--- src/design/tsbt_pkg.sv ---
// Shared types, constants and saturation helper for the top-k score bound tracker.
`timescale 1ns / 1ps
package tsbt_pkg;

	localparam int unsigned MAX_LISTS_DEF = 16;
	localparam int unsigned LISTS_W       = 5;
	localparam int unsigned SUM_W         = 40;
	localparam int unsigned SCORE_W       = 32;
	localparam int unsigned PADDR_W       = 3;

	localparam logic [LISTS_W-1:0] LISTS_RESET = 5'd16;

	// register word indexes
	localparam logic [PADDR_W-3:0] REG_LISTS_IN_USE = 1'b0;

	// action codes; code 3 behaves as a query
	localparam logic [1:0] ACT_DISCOVER = 2'd0;
	localparam logic [1:0] ACT_UPDATE   = 2'd1;
	localparam logic [1:0] ACT_QUERY    = 2'd2;

	localparam logic signed [SUM_W-1:0] SUM_MAX = {1'b0, {(SUM_W-1){1'b1}}};
	localparam logic signed [SUM_W-1:0] SUM_MIN = {1'b1, {(SUM_W-1){1'b0}}};

	typedef struct packed {
		logic [1:0]                action;
		logic [3:0]                list_index;
		logic signed [SCORE_W-1:0] score_value;
	} in_word_t;

	typedef struct packed {
		logic signed [SUM_W-1:0]   worst_sum;
		logic signed [SUM_W-1:0]   best_sum;
		logic signed [SCORE_W-1:0] entry_score;
		logic                      entry_found;
		logic                      all_found;
		logic                      bad_index;
	} out_word_t;

	// clamp a 42-bit exact sum to the signed 40-bit range
	function automatic logic signed [SUM_W-1:0] sat_sum(input logic signed [SUM_W+1:0] v);
		logic signed [SUM_W-1:0] r;
		if (v[SUM_W+1:SUM_W-1] == 3'b000 || v[SUM_W+1:SUM_W-1] == 3'b111) begin
			r = v[SUM_W-1:0];
		end else if (v[SUM_W+1]) begin
			r = SUM_MIN;
		end else begin
			r = SUM_MAX;
		end
		return r;
	endfunction

endpackage

--- src/design/topk_score_bound_tracker.sv ---
// Top level of the top-k score bound tracker: handshake, input and result registers.
`timescale 1ns / 1ps
// Takes one word per cycle unless in_stall is high and returns one result word per
// input word: the word is registered, then the per-list table read-modify-write and
// both saturating sum updates go into the result register. Back-to-back words to the
// same list see each other's updates. The table is reset directly, so no clearing
// pass is needed.
// lists_in_use sits at byte address 0 of the APB port.
module topk_score_bound_tracker
	import tsbt_pkg::*;
#(
	parameter int unsigned MAX_LISTS = MAX_LISTS_DEF
)(
	input  logic               clk,
	input  logic               arst_n,
	input  logic               in_valid,
	output logic               in_stall,
	input  in_word_t           in_word,
	output logic               out_valid,
	input  logic               out_stall,
	output out_word_t          out_word,
	input  logic               psel,
	input  logic               penable,
	input  logic               pwrite,
	input  logic [PADDR_W-1:0] paddr,
	input  logic [31:0]        pwdata,
	output logic [31:0]        prdata,
	output logic               pready
);

	logic               valid_s1;
	in_word_t           word_s1;
	logic               valid_s2;
	out_word_t          word_s2;
	logic               s2_free;
	logic               adv;
	logic [LISTS_W-1:0] lists_in_use;
	out_word_t          res;

	tsbt_apb_regs u_regs (
		.clk          (clk),
		.arst_n       (arst_n),
		.psel         (psel),
		.penable      (penable),
		.pwrite       (pwrite),
		.paddr        (paddr),
		.pwdata       (pwdata),
		.prdata       (prdata),
		.pready       (pready),
		.lists_in_use (lists_in_use)
	);

	tsbt_core #(.MAX_LISTS(MAX_LISTS)) u_core (
		.clk          (clk),
		.arst_n       (arst_n),
		.commit       (adv),
		.word         (word_s1),
		.lists_in_use (lists_in_use),
		.res          (res)
	);

	assign s2_free  = !valid_s2 || !out_stall;
	assign adv      = valid_s1 && s2_free;
	assign in_stall = valid_s1 && !s2_free;

	always_ff @(posedge clk or negedge arst_n) begin
		if (!arst_n) begin
			valid_s1 <= 1'b0;
		end else if (!in_stall) begin
			valid_s1 <= in_valid;
		end
	end

	always_ff @(posedge clk) begin
		if (!in_stall && in_valid) begin
			word_s1 <= in_word;
		end
	end

	always_ff @(posedge clk or negedge arst_n) begin
		if (!arst_n) begin
			valid_s2 <= 1'b0;
		end else if (s2_free) begin
			valid_s2 <= valid_s1;
		end
	end

	always_ff @(posedge clk) begin
		if (adv) begin
			word_s2 <= res;
		end
	end

	assign out_valid = valid_s2;
	assign out_word  = word_s2;

	a_stall_only_when_full: assert property (@(posedge clk) disable iff (!arst_n)
		in_stall |-> (valid_s1 && valid_s2 && out_stall))
		else $error("input stalled while pipeline has room");

	a_bad_index_clean: assert property (@(posedge clk) disable iff (!arst_n)
		(out_valid && out_word.bad_index) |->
		(!out_word.entry_found && out_word.entry_score == '0))
		else $error("bad index result carries entry data");

	a_discover_stores: assert property (@(posedge clk) disable iff (!arst_n)
		(adv && word_s1.action == ACT_DISCOVER && !res.bad_index) |=>
		(valid_s2 && word_s2.entry_found && word_s2.entry_score == $past(word_s1.score_value)))
		else $error("discover did not record the score");

endmodule

--- src/design/tsbt_apb_regs.sv ---
// APB configuration register holding the number of lists in use.
`timescale 1ns / 1ps
module tsbt_apb_regs
	import tsbt_pkg::*;
(
	input  logic                 clk,
	input  logic                 arst_n,
	input  logic                 psel,
	input  logic                 penable,
	input  logic                 pwrite,
	input  logic [PADDR_W-1:0]   paddr,
	input  logic [31:0]          pwdata,
	output logic [31:0]          prdata,
	output logic                 pready,
	output logic [LISTS_W-1:0]   lists_in_use
);

	logic [LISTS_W-1:0] lists_q;
	logic               hit;

	assign hit   = (paddr[PADDR_W-1:2] == REG_LISTS_IN_USE);
	assign pready = 1'b1;

	always_ff @(posedge clk or negedge arst_n) begin
		if (!arst_n) begin
			lists_q <= LISTS_RESET;
		end else if (psel && penable && pwrite && hit) begin
			lists_q <= pwdata[LISTS_W-1:0];
		end
	end

	assign prdata       = hit ? {{(32-LISTS_W){1'b0}}, lists_q} : 32'd0;
	assign lists_in_use = lists_q;

endmodule

--- src/design/tsbt_core.sv ---
// Per-list table, bound sums and combinational read-modify-write of one word, stored on commit.
`timescale 1ns / 1ps
module tsbt_core
	import tsbt_pkg::*;
#(
	parameter int unsigned MAX_LISTS = MAX_LISTS_DEF
)(
	input  logic               clk,
	input  logic               arst_n,
	input  logic               commit,
	input  in_word_t           word,
	input  logic [LISTS_W-1:0] lists_in_use,
	output out_word_t          res
);

	localparam int unsigned IDX_W = (MAX_LISTS > 1) ? $clog2(MAX_LISTS) : 1;
	localparam int unsigned CNT_W = $clog2(MAX_LISTS + 1);
	localparam int unsigned CMP_W = (CNT_W > LISTS_W) ? CNT_W : LISTS_W;
	localparam logic [CMP_W-1:0] MAX_CMP = CMP_W'(MAX_LISTS);

	logic [MAX_LISTS-1:0]            flags_q;
	logic signed [SCORE_W-1:0]       scores_q [MAX_LISTS];
	logic signed [SUM_W-1:0]         lower_q;
	logic signed [SUM_W-1:0]         upper_q;

	logic [CMP_W-1:0]                lists_ext;
	logic [CMP_W-1:0]                n_act;
	logic                            bad;
	logic [IDX_W-1:0]                idx;
	logic signed [SCORE_W-1:0]       old_score;
	logic                            old_found;
	logic                            do_disc;
	logic                            do_upd;
	logic                            wr;
	logic signed [SCORE_W:0]         delta;
	logic signed [SUM_W+1:0]         up_exact;
	logic signed [SUM_W+1:0]         lo_exact;
	logic signed [SUM_W-1:0]         upper_new;
	logic signed [SUM_W-1:0]         lower_new;
	logic [MAX_LISTS-1:0]            flags_new;
	logic                            all;

	assign lists_ext = CMP_W'(lists_in_use);
	assign n_act     = (lists_ext > MAX_CMP) ? MAX_CMP : lists_ext;
	assign bad       = (CMP_W'(word.list_index) >= n_act);
	assign idx       = IDX_W'(word.list_index);
	assign old_score = scores_q[idx];
	assign old_found = flags_q[idx];

	assign do_disc = !bad && (word.action == ACT_DISCOVER);
	assign do_upd  = !bad && (word.action == ACT_UPDATE) && !old_found;
	assign wr      = do_disc || do_upd;

	assign delta    = {word.score_value[SCORE_W-1], word.score_value}
	                - {old_score[SCORE_W-1], old_score};
	assign up_exact = {{2{upper_q[SUM_W-1]}}, upper_q}
	                + {{(SUM_W+1-SCORE_W){delta[SCORE_W]}}, delta};
	assign lo_exact = {{2{lower_q[SUM_W-1]}}, lower_q}
	                + {{(SUM_W+2-SCORE_W){word.score_value[SCORE_W-1]}}, word.score_value};

	assign upper_new = wr      ? sat_sum(up_exact) : upper_q;
	assign lower_new = do_disc ? sat_sum(lo_exact) : lower_q;

	always_comb begin
		all = 1'b1;
		for (int i = 0; i < MAX_LISTS; i++) begin
			flags_new[i] = flags_q[i] || (do_disc && (idx == IDX_W'(i)));
			if (!flags_new[i] && (CMP_W'(i) < n_act)) begin
				all = 1'b0;
			end
		end
	end

	always_comb begin
		res.worst_sum   = lower_new;
		res.best_sum    = upper_new;
		res.entry_score = bad ? '0 : (wr ? word.score_value : old_score);
		res.entry_found = !bad && (old_found || do_disc);
		res.all_found   = all;
		res.bad_index   = bad;
	end

	always_ff @(posedge clk or negedge arst_n) begin
		if (!arst_n) begin
			flags_q <= '0;
			lower_q <= '0;
			upper_q <= '0;
			for (int i = 0; i < MAX_LISTS; i++) begin
				scores_q[i] <= '0;
			end
		end else if (commit) begin
			flags_q <= flags_new;
			lower_q <= lower_new;
			upper_q <= upper_new;
			if (wr) begin
				scores_q[idx] <= word.score_value;
			end
		end
	end

endmodule

--- config.mk ---
export PLATFORM = sky130hd
export DESIGN_NAME = topk_score_bound_tracker
export DESIGN_NICKNAME = d
export VERILOG_FILES = /design/src/design/tsbt_pkg.sv /design/src/design/topk_score_bound_tracker.sv /design/src/design/tsbt_apb_regs.sv /design/src/design/tsbt_core.sv
export SDC_FILE = /design/constraint.sdc
export NUM_CORES = 1
export LEC_CHECK = 0
export BUFFER_PORTS_ARGS = -buffer_cell sky130_fd_sc_hd__clkbuf_2
export CELL_PAD_IN_SITES_DETAIL_PLACEMENT = 0
export CELL_PAD_IN_SITES_GLOBAL_PLACEMENT = 1
export CORE_AREA = 8 8 422 424
export DETAILED_ROUTE_END_ITERATION = 8
export DIE_AREA = 0 0 430 432
export GPL_TIMING_DRIVEN = 0
export PLACE_DENSITY_LB_ADDON = 0.1
export SKIP_LAST_GASP = 1
export SLEW_MARGIN = 20
export SYNTH_ARGS = -nofsm -noshare
export SYNTH_HDL_FRONTEND = slang
export SYNTH_SLANG_ARGS = --single-unit
--- constraint.sdc ---
create_clock -name clk -period 6.7 [get_ports clk]
set_clock_uncertainty 0.15 [all_clocks]
set_input_delay 0.335 -clock clk [delete_from_list [all_inputs] [get_ports clk]]
set_output_delay 0.335 -clock clk [all_outputs]
set_load 0.1 [all_outputs]
==> flow_metrics.env <==
export IMPL_fillers=17700
export IMPL_numCtsBuffers=101
export IMPL_drc=0
export IMPL_worst_path_max_delay_cell="mux4_2"
export IMPL_crit_buf_inv=6
export IMPL_track_usage_pct=17.0
export IMPL_cp_endpoint="out_word[38]"
export IMPL_antenna_found_initial=7
export IMPL_die_y_um=432
export IMPL_synth_edf_count=153
export IMPL_routedWlPerCell_um=26.9
export IMPL_dieArea_um2=186000
export IMPL_syn_cell_area_um2=39200
export IMPL_synth_top_area_share_pct=39.2
export IMPL_max_freq_mhz=154
export IMPL_cts_root_buf="clkbuf_16"
export IMPL_io_pins=230
export IMPL_rrSetupSlack_ps=190
export IMPL_drt_initial_drc_count=1961
export IMPL_yosys_register_bits=768
export IMPL_rsz0062_at_grt="true"
export IMPL_dpl_hpwl_mm=117
export IMPL_regToRegStartpoint="word_s1[33]"
export IMPL_required_ps=7050
export IMPL_yosysTopAreaCell="dfrtp_1"
export IMPL_gp_congestion=0.801
export IMPL_netlist_instances=3315
export IMPL_tns_ps=0
export IMPL_cts_path_max_buffers=3
export IMPL_yosysWarnings=0
export IMPL_clk_latency_ps=730
export IMPL_io_buffers=172
export IMPL_crit_start="word_s1[33]"
export IMPL_final_util_pct=27.8
export IMPL_path_cells="buf_2, buf_4, clkbuf_8, clkbuf_8, mux4_2, mux4_2, fa_1, inv_1, ha_1, clkbuf_1, a21o_1, nand2_1, nand2b_1, a221o_1, a221o_1, o21a_1, or2_2, maj3_1, o21ai_0"
export IMPL_synth_most_common_cell="dfrtp_1"
export IMPL_max_slew_margin_rel_pct=21.8
export IMPL_cap_violations=0
export IMPL_critical_path_peak_fanout=10
export IMPL_cpLargestDelayFamily="compound AO/OA/AOI/OAI gates"
export IMPL_routed_wl_mm=161
export IMPL_stdcell_count=5999
export IMPL_critPathLaunchType="register"
export IMPL_synth_async_sr_flop_share_pct=80.1
export IMPL_synthMuxAreaShare_pct=20.1
export IMPL_synthDistinctLibCells=79
export IMPL_critPathCaptureType="register"
export IMPL_worst_pin_slew_ps=1170
export IMPL_grt_overflow=0
export IMPL_power_density_nw_per_um2=471
export IMPL_grtUsageMet3_pct=2.64
export IMPL_critPathKind="reg2reg"
export IMPL_num_rows=152
export IMPL_viasPerCell=4.65
export IMPL_leakage_nw=20.9
export IMPL_grt_pass1_vias=29700
export IMPL_cts_tree="done"
export IMPL_busiest_layer="met2"
export IMPL_grtUsageMet2_pct=27.1
export IMPL_clkSlewWorstSetupHoldPaths_ps=50
export IMPL_r2r_end="out_word[38]"
export IMPL_drive_gt1_share_pct=25.5
export IMPL_coreArea_um2=171000
export IMPL_synth_compound_area_share_pct=10.6
export IMPL_finalHoldViolCount=0
export IMPL_arrival_ps=6860
export IMPL_ys_flop_type="dfrtp_1"
export IMPL_htreeDepth=3
export IMPL_vdd_drop_max_mv=0.287
export IMPL_grt_max_degree=77
export IMPL_period_needed_ps=6510
export IMPL_reg2regPathDepth=19
export IMPL_synth_common_cells="dfrtp_1, nand2_1, o21ai_0"
export IMPL_use_met1_pct=23.8
export IMPL_synthTopCellsByArea="dfrtp_1, edfxtp_1, mux4_2, mux2_2, o21ai_0"
export IMPL_design_area_um2=47600
export IMPL_drtPass1Iterations=7
export IMPL_placedCellCount=5758
export IMPL_cts_sinks=768
export IMPL_vias=27900
export IMPL_synth_xor_area_share_pct=1.59
export IMPL_area_delta_synth_final_pct=21.3
export IMPL_fin_total_pwr_mw=22.4
export IMPL_dpl_cell_area_um2=43300
export IMPL_die_w_um=430
export IMPL_period_share_pct=97.2
export IMPL_synth_avg_cell_area_um2=11.8
export IMPL_maxSlewViolCount=0
export IMPL_synthSimpleGateAreaFrac_pct=7.30
export IMPL_worst_path_stages=19
export IMPL_start_util_pct=22.9
export IMPL_synth_fa_ha_area_share_pct=4.98
export IMPL_status="finished clean"
export IMPL_synth_top_family_by_area="multiplexers"
export IMPL_nets=3885
export IMPL_cpPeakStageDelay_ps=670
export IMPL_yosysSeqAreaShare_pct=51.0
export IMPL_grt_pass1_wl_mm=229
export IMPL_ant_nets=0
export IMPL_hold_class="in2async"
export IMPL_setup_viol=0
registers in the layout (all words and copies together), names as in the netlist:
register             flops
out_valid                1
out_word               115
u_core.flags_q          16
u_core.lower_q          40
u_core.scores_q        512
u_core.upper_q          40
u_regs.lists_in_use      5
valid_s1                 1
word_s1                 38
worst min path at each step:
stage,from,end,slack (ps),cells after the start
floorplan,arst_n,out_valid,-110,0
global placement,u_core.scores_q[124],u_core.scores_q[124],310,2
detailed placement,arst_n,u_core.lower_q[32],80,1
CTS,pwrite,u_regs.lists_in_use[3],70,3
global route,pwrite,u_regs.lists_in_use[0],70,3
finish,arst_n,u_core.lower_q[33],100,3
worst reg2reg max path: cells and delay by family (launching register included):
family                   cells  cell delay [ps]
AO/OA/AOI/OAI                5             1610
buffers and inverters        6             1280
adder cells (fa/ha/maj)      3             1170
multiplexers                 2             1090
AND/OR/NAND/NOR              3              560
flip-flops                   1              430
stage by stage:
stage	hold WS, ps	worst slack, ps
2_1_floorplan	-111	207
3_3_place_gp	308	-12220
3_5_place_dp	81.8	-3090
4_1_cts	71.2	3.44
5_1_grt	74.6	-27.3
6_report	102	189
cell families after synthesis:
family	after synthesis
adder cells (fa/ha/maj)	133
XOR/XNOR	71
flip-flops	768
other	2
buffers and inverters	434
multiplexers	537
AND/OR/NAND/NOR	671
AO/OA/AOI/OAI	699
where the power goes:
group | internal [mW] | switching [mW] | leakage, nW
registers | 6.01 | 0.634 | 9.60
logic | 3.29 | 6.93 | 9.67
clock network | 3.23 | 2.30 | 1.64
total | 12.5 | 9.86 | 20.9
routing by layer:
layer  routed length (um)  up-vias
met3                 6570      173
li1                     -    12600
met5                    0        -
met1                76400    14600
met2                73600      536
met4                 4890        0
timing repair:
item / CTS / global route
resized for setup: 97 / 25
hold endpoints to repair: 261 / 0
pin swaps: 1 / 4
endpoints found under the setup margin: 80 / 55
gates cloned: 0 / 1
hold buffers: 48 / 0
setup buffers: 4 / 5
cells in the final DEF (no fill, tap or decap), types with 137 or more instances in the layout:
master    count
a21oi_1     137
clkbuf_1    175
clkbuf_2    183
dfrtp_1     614
edfxtp_1    153
inv_1       172
mux2_2      293
mux4_2      166
nand2_1     375
nor2_1      147
o21ai_0     311
final cells by class:
type,instances,area (um2),share of cell area (%)
Antenna cell,7,17.5,0.0368
Buffer,254,1290,2.72
Clock buffer,150,2930,6.17
Clock inverter,33,405,0.852
Inverter,173,657,1.38
Multi-Input combinational cell,2140,17700,37.3
Sequential cell,768,20000,42.0
Tap cell,2233,2790,5.88
Timing Repair Buffer,241,1730,3.63
(Power assumes the default switching activity.)
